File: src/hdl/mtoi_ram.sv
// Generic single-write, single-read RAM with a registered read port.
module mtoi_ram #(
  parameter int WIDTH = 8,
  parameter int DEPTH = 8
) (
  input  logic                                      clk,
  input  logic                                      we,
  input  logic [((DEPTH > 1) ? $clog2(DEPTH) : 1)-1:0] waddr,
  input  logic [WIDTH-1:0]                          wdata,
  input  logic                                      re,
  input  logic [((DEPTH > 1) ? $clog2(DEPTH) : 1)-1:0] raddr,
  output logic [WIDTH-1:0]                          rdata
);

  logic [WIDTH-1:0] mem [DEPTH];

  // Write port.
  always_ff @(posedge clk) begin
    if (we) begin
      mem[waddr] <= wdata;
    end
  end

  // Read port; data holds when no read is issued.
  always_ff @(posedge clk) begin
    if (re) begin
      rdata <= mem[raddr];
    end
  end

endmodule
File: config.mk
export PLATFORM = sky130hd
export DESIGN_NAME = mtoi_ram
export DESIGN_NICKNAME = d
export VERILOG_FILES = /design/src/hdl/mtoi_ram.sv
export SDC_FILE = /design/constraint.sdc
export NUM_CORES = 1
export LEC_CHECK = 0
export BUFFER_PORTS_ARGS = -buffer_cell sky130_fd_sc_hd__buf_4
export CORE_ASPECT_RATIO = 1.5
export CORE_MARGIN = 8
export CORE_UTILIZATION = 57
export CTS_CLUSTER_SIZE = 25
export DETAILED_ROUTE_END_ITERATION = 10
export PLACE_DENSITY_LB_ADDON = 0.05
export SYNTH_ARGS = -nofsm -noshare
export SYNTH_HDL_FRONTEND = slang
export SYNTH_SLANG_ARGS = --single-unit
export TNS_END_PERCENT = 1
File: constraint.sdc
create_clock -name clk -period 4.9 [get_ports clk]
set_input_delay 0.98 -clock clk [delete_from_list [all_inputs] [get_ports clk]]
set_output_delay 0.98 -clock clk [all_outputs]
set_load 0.01 [all_outputs]
# Word level (Yosys, flattened, before mapping)
# Memory sizes are Yosys's and may differ from the RTL's. A register that Yosys moved wholly into a read port is not among the register bits.
# Cells that the tools add are included.
[totals]
reg_bits = 0
mem_bits_rw = 64
inputBits = 17
out_inout_bits = 8
elab_cells = 3
n_memories = 1
[mem_list]
columns = ["name", "depth", "width", "read_ports", "rd_clocked_by_memory_dff", "write_ports", "line", "rtl"]
rows = [
  ["mem", 8, 8, 1, 1, 1, "15", "logic [WIDTH-1:0] mem [DEPTH];"],
]
[classes]
mux = 2
[ops]
columns = ["cell", "n"]
rows = [
  ["two-way mux 1 bit", 2],
]

# Longest topological paths before layout
# Gate-level depths: netlist of the first run.
[depth]
depth_word = 2
depth_mapped = 4
ltp_nobuf = 2

# Least setup slack after synthesis of the first run
# OpenSTA, ideal clock, no wires.
[synth_timing]
path_kind = "input to register"
from = "in raddr[0] (netlist name)"
to = "reg rdata[1] (read register of mem) (data pin)"
setup_ps = 260
arrival_time_ps = 2003
t_required_ps = 4640
setup_slack_ps = 2637
path_stages = 4
path_buffers = 2
cell_sequence = "buf_6 > buf_12 > mux4_1 > mux2_2"
[synth_rtl]
columns = ["element", "line", "rtl"]
rows = [
  ["start, declared", "11", "input logic [((DEPTH > 1) ? $clog2(DEPTH) : 1)-1:0] raddr,"],
  ["end, declared", "12", "output logic [WIDTH-1:0] rdata"],
]

# Worst setup path after layout of the first run
[layout_timing]
from = "in waddr[2] (netlist name)"
to = "mem mem[0][1], enable pin"
[layout_rtl]
columns = ["element", "line", "rtl"]
rows = [
  ["start, declared", "8", "input logic [((DEPTH > 1) ? $clog2(DEPTH) : 1)-1:0] waddr,"],
  ["end, declared", "15", ""],
]
# No word-level cell before the write port.

==> flow_summary.json, run 1 <==
{
  "synthMuxAreaShare_pct": 18.3,
  "hold_path.class": "flip-flop to flip-flop",
  "worst_pin_slew_ps": 1200,
  "fin_skew_ps": 6.75,
  "p_sw_share_pct": 20.4,
  "cts.reportedPaths.clkPinSlew_ps": 70,
  "post-route-period-util_pct": 46.3,
  "n_antenna_cell": 0,
  "status": "finished, final reports clean",
  "rsz0062_at_grt": "no",
  "antenna_found_initial": 0,
  "grt_max_degree": 17,
  "path_max_fanout": 8,
  "synth.distinct_cells": 13,
  "slew_violations": 0,
  "io_pins": 25,
  "pwr_density_cell_nw_per_um2": 365,
  "grt-ovfl-total": 0,
  "num-nets-final": 162,
  "viasPerCell": 5.80,
  "syn-num-nets": 131,
  "wl_per_cell_um": 21.5,
  "yosys.cell_count.top_type": "edfxtp_1",
  "internal_power_uw": 916,
  "cp_slowest_cell": "nor3_1",
  "htree_levels": 3,
  "clock_latency_ps": 330,
  "maxSlewHeadroom_pct": 19.4,
  "start_util_pct": 58.1,
  "finalCriticalPeriod_ps": 2270,
  "cts_hold_buf": 0,
  "power_mw": 1.15,
  "syn-mean-instance-area_sq_um": 24.3,
  "cpPeakStageDelay_ps": 930,
  "yosysWarningCount": 0,
  "drcViolationCount": 0,
  "synth_edf_count": 72,
  "synth_xor_area_share_pct": 0,
  "grt_pass1_vias": 1294,
  "fin_util_pct": 66.0,
  "worstSetupPathType": "primary input to flip-flop",
  "maxCapViolCount": 0,
  "syn_inst": 114,
  "vias": 1247,
  "combPwrFrac_pct": 6.2,
  "synth_fa_ha_area_share_pct": 0,
  "finalHoldViolCount": 0,
  "routed_wl_um": 4620,
  "die_y_um": 101,
  "finalSetupTns_ps": 0,
  "cp-end-kind": "flip-flop",
  "synth.area.top_cells": "edfxtp_1 78%, mux4_1 14%, mux2_2 3.3%",
  "rows": 31,
  "dp_hpwl_um": 2930,
  "async_reset_ff_share_pct": 0,
  "seqPwrFrac_pct": 61.6,
  "synth-simple-area-share_pct": 2.12,
  "cts_root_buf": "clkbuf_8",
  "die-area_sq_um": 7400,
  "ys_ff_latch": 72,
  "grt_pass1_wl_um": 7100,
  "setup_viol": 0,
  "leakagePower_nw": 1.07,
  "yosysTopAreaCell": "edfxtp_1",
  "cts_resized": 0,
  "whs_ps": 751,
  "cts_buffers": 9,
  "grt_usage_pct": 14.0,
  "synth_top_family_by_area": "multiplexers",
  "cts_buffer_depth": 2,
  "cp_cell_sequence": "buf_4, nand2b_1, nor3_1",
  "portBuffers": 24,
  "synth_area_sq_um": 2770,
  "p_switching_uw": 234,
  "ant_nets": 0,
  "cts_tree": "built",
  "min-delay-start": "mem[5][3]",
  "synth_compound_area_share_pct": 0,
  "netlist.area_leader.share_pct": 78.0,
  "layout-drive-gt1-share_pct": 30.9,
  "ir_drop_mv": 0.281,
  "core-area_sq_um": 4770,
  "drt_pass1_iterations": 4,
  "fmax_mhz": 440,
  "start_kind": "primary input",
  "synth_ff_type": "edfxtp_1",
  "area_growth_pct": 13.7,
  "timing.rr.start": "mem[4][1]",
  "pwr-share-clk_pct": 32.2,
  "cts_setup_buffers": 0,
  "seq_area_frac_synth_pct": 78.0,
  "drt-initial-drc-count": 92,
  "clock-sinks": 72,
  "final_cell_area_sq_um": 3150,
  "dieWidth_um": 72.9,
  "place_area_sq_um": 3000,
  "ys_top_cells_by_count": "72 x edfxtp_1, 15 x mux4_1, 8 x mux2_2",
  "place_congestion": 0.643,
  "critPathArrivalTime_ps": 2210,
  "crit_start": "waddr[2]",
  "crit_required_ps": 4840
}
==> metrics by stage <==
step	setup slack, ps	std cells
final	2630	215
after floorplan	2640	114
after global placement	2390	200
after CTS	2650	215
after global routing	2570	215
after detailed placement	2290	200
==> registers in the layout, summed over array words and instances, names as in the netlist <==
register	count
mem	64
rdata	8
==> layout make-up <==
cell class | instances | area (sq um)
flip-flops and latches | 72 | 2160
fillers | 338 | 1620
multi-input cells | 37 | 566
repair buffers | 25 | 188
clock buffers | 10 | 128
well taps | 66 | 82.6
clock inverters | 5 | 25.0
==> worst paths after layout <==
kind,end,slack (ps),cells past startpoint
worst min-delay path,rdata[3],750,2
worst max register to register,rdata[1],3500,2
worst max-delay path,mem[0][1],2630,3
worst min register to register,rdata[3],750,2
==> cells in the final DEF (no fill, tap or decap), drive strengths merged <==
master	instances
buf	25
clkbuf	10
clkinv	4
clkinvlp	1
edfxtp	72
mux2	8
mux4	16
nand2	2
nand2b	3
nor2	6
nor3	2
==> per-layer routing <==
metal  routed length (um)  GRT usage (%)  up-vias
met5                    0              0        -
met2                 2460           22.9       27
met3                  142           4.46        6
met1                 1930           16.2      663
li1                     -              -      551
met4                   89           6.97        0
==> power groups by stage <==
stage / Combinational, mW / Clock [mW] / Sequential, mW
floorplan: 0.0372 / 0 / 0.723
global placement: 0.0700 / 0 / 0.720
detailed placement: 0.0729 / 0 / 0.722
CTS: 0.0729 / 0.379 / 0.709
global route: 0.0774 / 0.403 / 0.710
finish: 0.0714 / 0.370 / 0.708
==> critical path, delay by kind of cell <==
kind / cells / cell delay, ps
buffers and inverters: 1 / 110
AND/OR/NAND/NOR: 2 / 1120
==> kinds of logic after synthesis <==
| kind of cell | Yosys count |
|---|---|
| multiplexers | 24 |
| AND/OR/NAND/NOR | 13 |
| buffers and inverters | 5 |
| flip-flops | 72 |
(Power assumes the default switching activity.)
==> run 2, diff against run 1 <==
Clock period 4.9 ns to 2.1 ns, I/O delays scaled along.
==> run 2 against run 1 <==
Effect of this change:
- clock-buffer cell count did not move
- routed wire length rose by 2.5%
- power rose to 2.5 times the previous value
- highest routed layer unchanged
- setup slack got worse by 2000 ps
- clock skew fell by 2.9 ps
- clock power rose to 3.0 times the previous value
- global-route usage rose by 0.39 points
- largest power group unchanged
- cell area rose by 4.1%
- cell count rose by 5.1%
- sequential share of layout area fell by 2.7 points
==> flow_summary.json, run 2 (synthesis gave the netlist of run 1 again) <==
{
  "largest_reg_flops": 64,
  "regToRegSetupSlack_ps": 690,
  "layout_common_cells": "72 x edfxtp_1, 36 x buf_4, 15 x mux4_1, 9 x clkbuf_8, 8 x mux2_2",
  "fin_skew_ps": 3.89,
  "finalCriticalPeriod_ps": 1490,
  "worst_pin_slew_ps": 418,
  "stdcell_count": 226,
  "path_max_fanout": 16,
  "post-route-period-util_pct": 71.0,
  "n_fill_cell": 312,
  "cts_buffers": 9,
  "rsz0062_at_grt": "no",
  "vias": 1247,
  "crit_buf_inv": 1,
  "cts_tree": "built",
  "grt-ovfl-total": 0,
  "ant_nets": 0,
  "grt_usage_pct": 14.4,
  "portBuffers": 24,
  "wl_per_cell_um": 20.9,
  "critPathArrivalTime_ps": 1570,
  "rr_endpoint": "rdata[5]",
  "cp-end-kind": "flip-flop",
  "maxCapViolCount": 0,
  "grt_pass1_wl_um": 7290,
  "cts_hold_buf": 0,
  "drt-initial-drc-count": 75,
  "maxSlewHeadroom_pct": 72.0,
  "status": "finished, final reports clean",
  "hold_path.class": "primary input to flip-flop",
  "clock_latency_ps": 330,
  "layout_commonest_cell": "edfxtp_1",
  "rows": 31,
  "cp_top_family": "multiplexers",
  "routed_wl_um": 4730,
  "die-area_sq_um": 7400,
  "die_y_um": 101,
  "cts_buffer_depth": 2,
  "start_util_pct": 58.1,
  "finalSetupTns_ps": 0,
  "crit_required_ps": 2180,
  "fmax_mhz": 670,
  "multi_input_area_sq_um": 566,
  "grt_pass1_vias": 1386,
  "slew_violations": 0,
  "drcViolationCount": 0,
  "pwr_density_cell_nw_per_um2": 893,
  "n_antenna_cell": 0,
  "min-delay-start": "wdata[1]",
  "worstSetupPathType": "primary input to flip-flop",
  "leakagePower_nw": 1.16,
  "ir_drop_mv": 0.606,
  "top_register": "mem",
  "cts_root_buf": "clkbuf_8",
  "cts_resized": 0,
  "seqCellArea_sq_um": 2160,
  "dieWidth_um": 72.9,
  "htree_levels": 3,
  "cts.reportedPaths.clkPinSlew_ps": 70,
  "whs_endpoint": "mem[0][1]",
  "cpPeakStageDelay_ps": 610,
  "dp_cells": 211,
  "place_congestion": 0.707,
  "viasPerCell": 5.52,
  "start_kind": "primary input",
  "core-area_sq_um": 4770,
  "io_pins": 25,
  "reg.largest.list": "mem x64, rdata x8",
  "timing.rr.start": "mem[1][5]",
  "drt_pass1_iterations": 4,
  "cts_setup_buffers": 0,
  "setup_viol": 0,
  "reg2reg_depth": 2,
  "area_growth_pct": 18.4,
  "layout-drive-gt1-share_pct": 35.6,
  "clock-sinks": 72,
  "antenna_found_initial": 0,
  "grt_max_degree": 17,
  "finalHoldViolCount": 0,
  "min_delay_path_depth": 1,
  "cp_slowest_cell": "mux4_1",
  "cp_cell_sequence": "buf_4, mux4_1, mux2_2",
  "dp_hpwl_um": 3150,
  "num-nets-final": 173
}
## run 2: changes by cell type in the layout (fill, tap and decap cells not counted)
cell,delta
buf_4,+11
bufinv_16,+2
clkinvlp_4,-1
clkinv_2,-1
## run 2: worst register-to-register path, delay by kind of cell (launching register included)
kind,cells,cell delay (ps)
flops,1,360
mux,2,810
## run 2: area by class of cell
cell class	count	share of cell area, %
timing repair buffer	36	8.24
tap	66	2.52
clock buffer	10	3.89
clock inverter	5	2.21
multi-input combinational	37	17.2
sequential	72	65.9
## run 2: worst max-delay path by stage
stage	startpoint	end	slack [ps]	cells past startpoint
4_1_cts	raddr[0]	rdata[5]	620	3
3_5_place_dp	raddr[0]	rdata[5]	260	3
5_1_grt	raddr[0]	rdata[5]	600	3
3_3_place_gp	raddr[0]	rdata[5]	280	3
2_1_floorplan	raddr[0]	rdata[1]	400	4
6_report	raddr[0]	rdata[5]	610	3
## run 2: per-layer routing
metal | vias to the layer above | GRT usage (%) | share of wire (%)
met5 | - | 0 | 0
met4 | 0 | 6.97 | 1.5
met3 | 6 | 4.46 | 4.6
met2 | 29 | 25.9 | 58
met1 | 642 | 14.6 | 36
li1 | 570 | - | -
## run 2: metrics by stage
step	total power [mW]	hold WS (ps)	cell area, sq um	setup slack, ps	util, %
2_1_floorplan	1.77	519	2770	397	-
3_3_place_gp	1.85	644	3080	279	64.6
3_5_place_dp	1.86	658	3080	259	64.6
4_1_cts	2.95	306	3280	618	68.8
5_1_grt	3.03	307	3280	600	68.8
6_report	2.93	326	3280	608	68.8
## run 2: where the power goes
part           leakage (nW)  internal, mW  total [mW]  switching [mW]
Combinational         0.397        0.0926       0.174          0.0818
Clock                 0.101         0.653        1.10           0.450
Sequential            0.660          1.64        1.65          0.0123
Total                  1.16          2.39        2.93           0.544
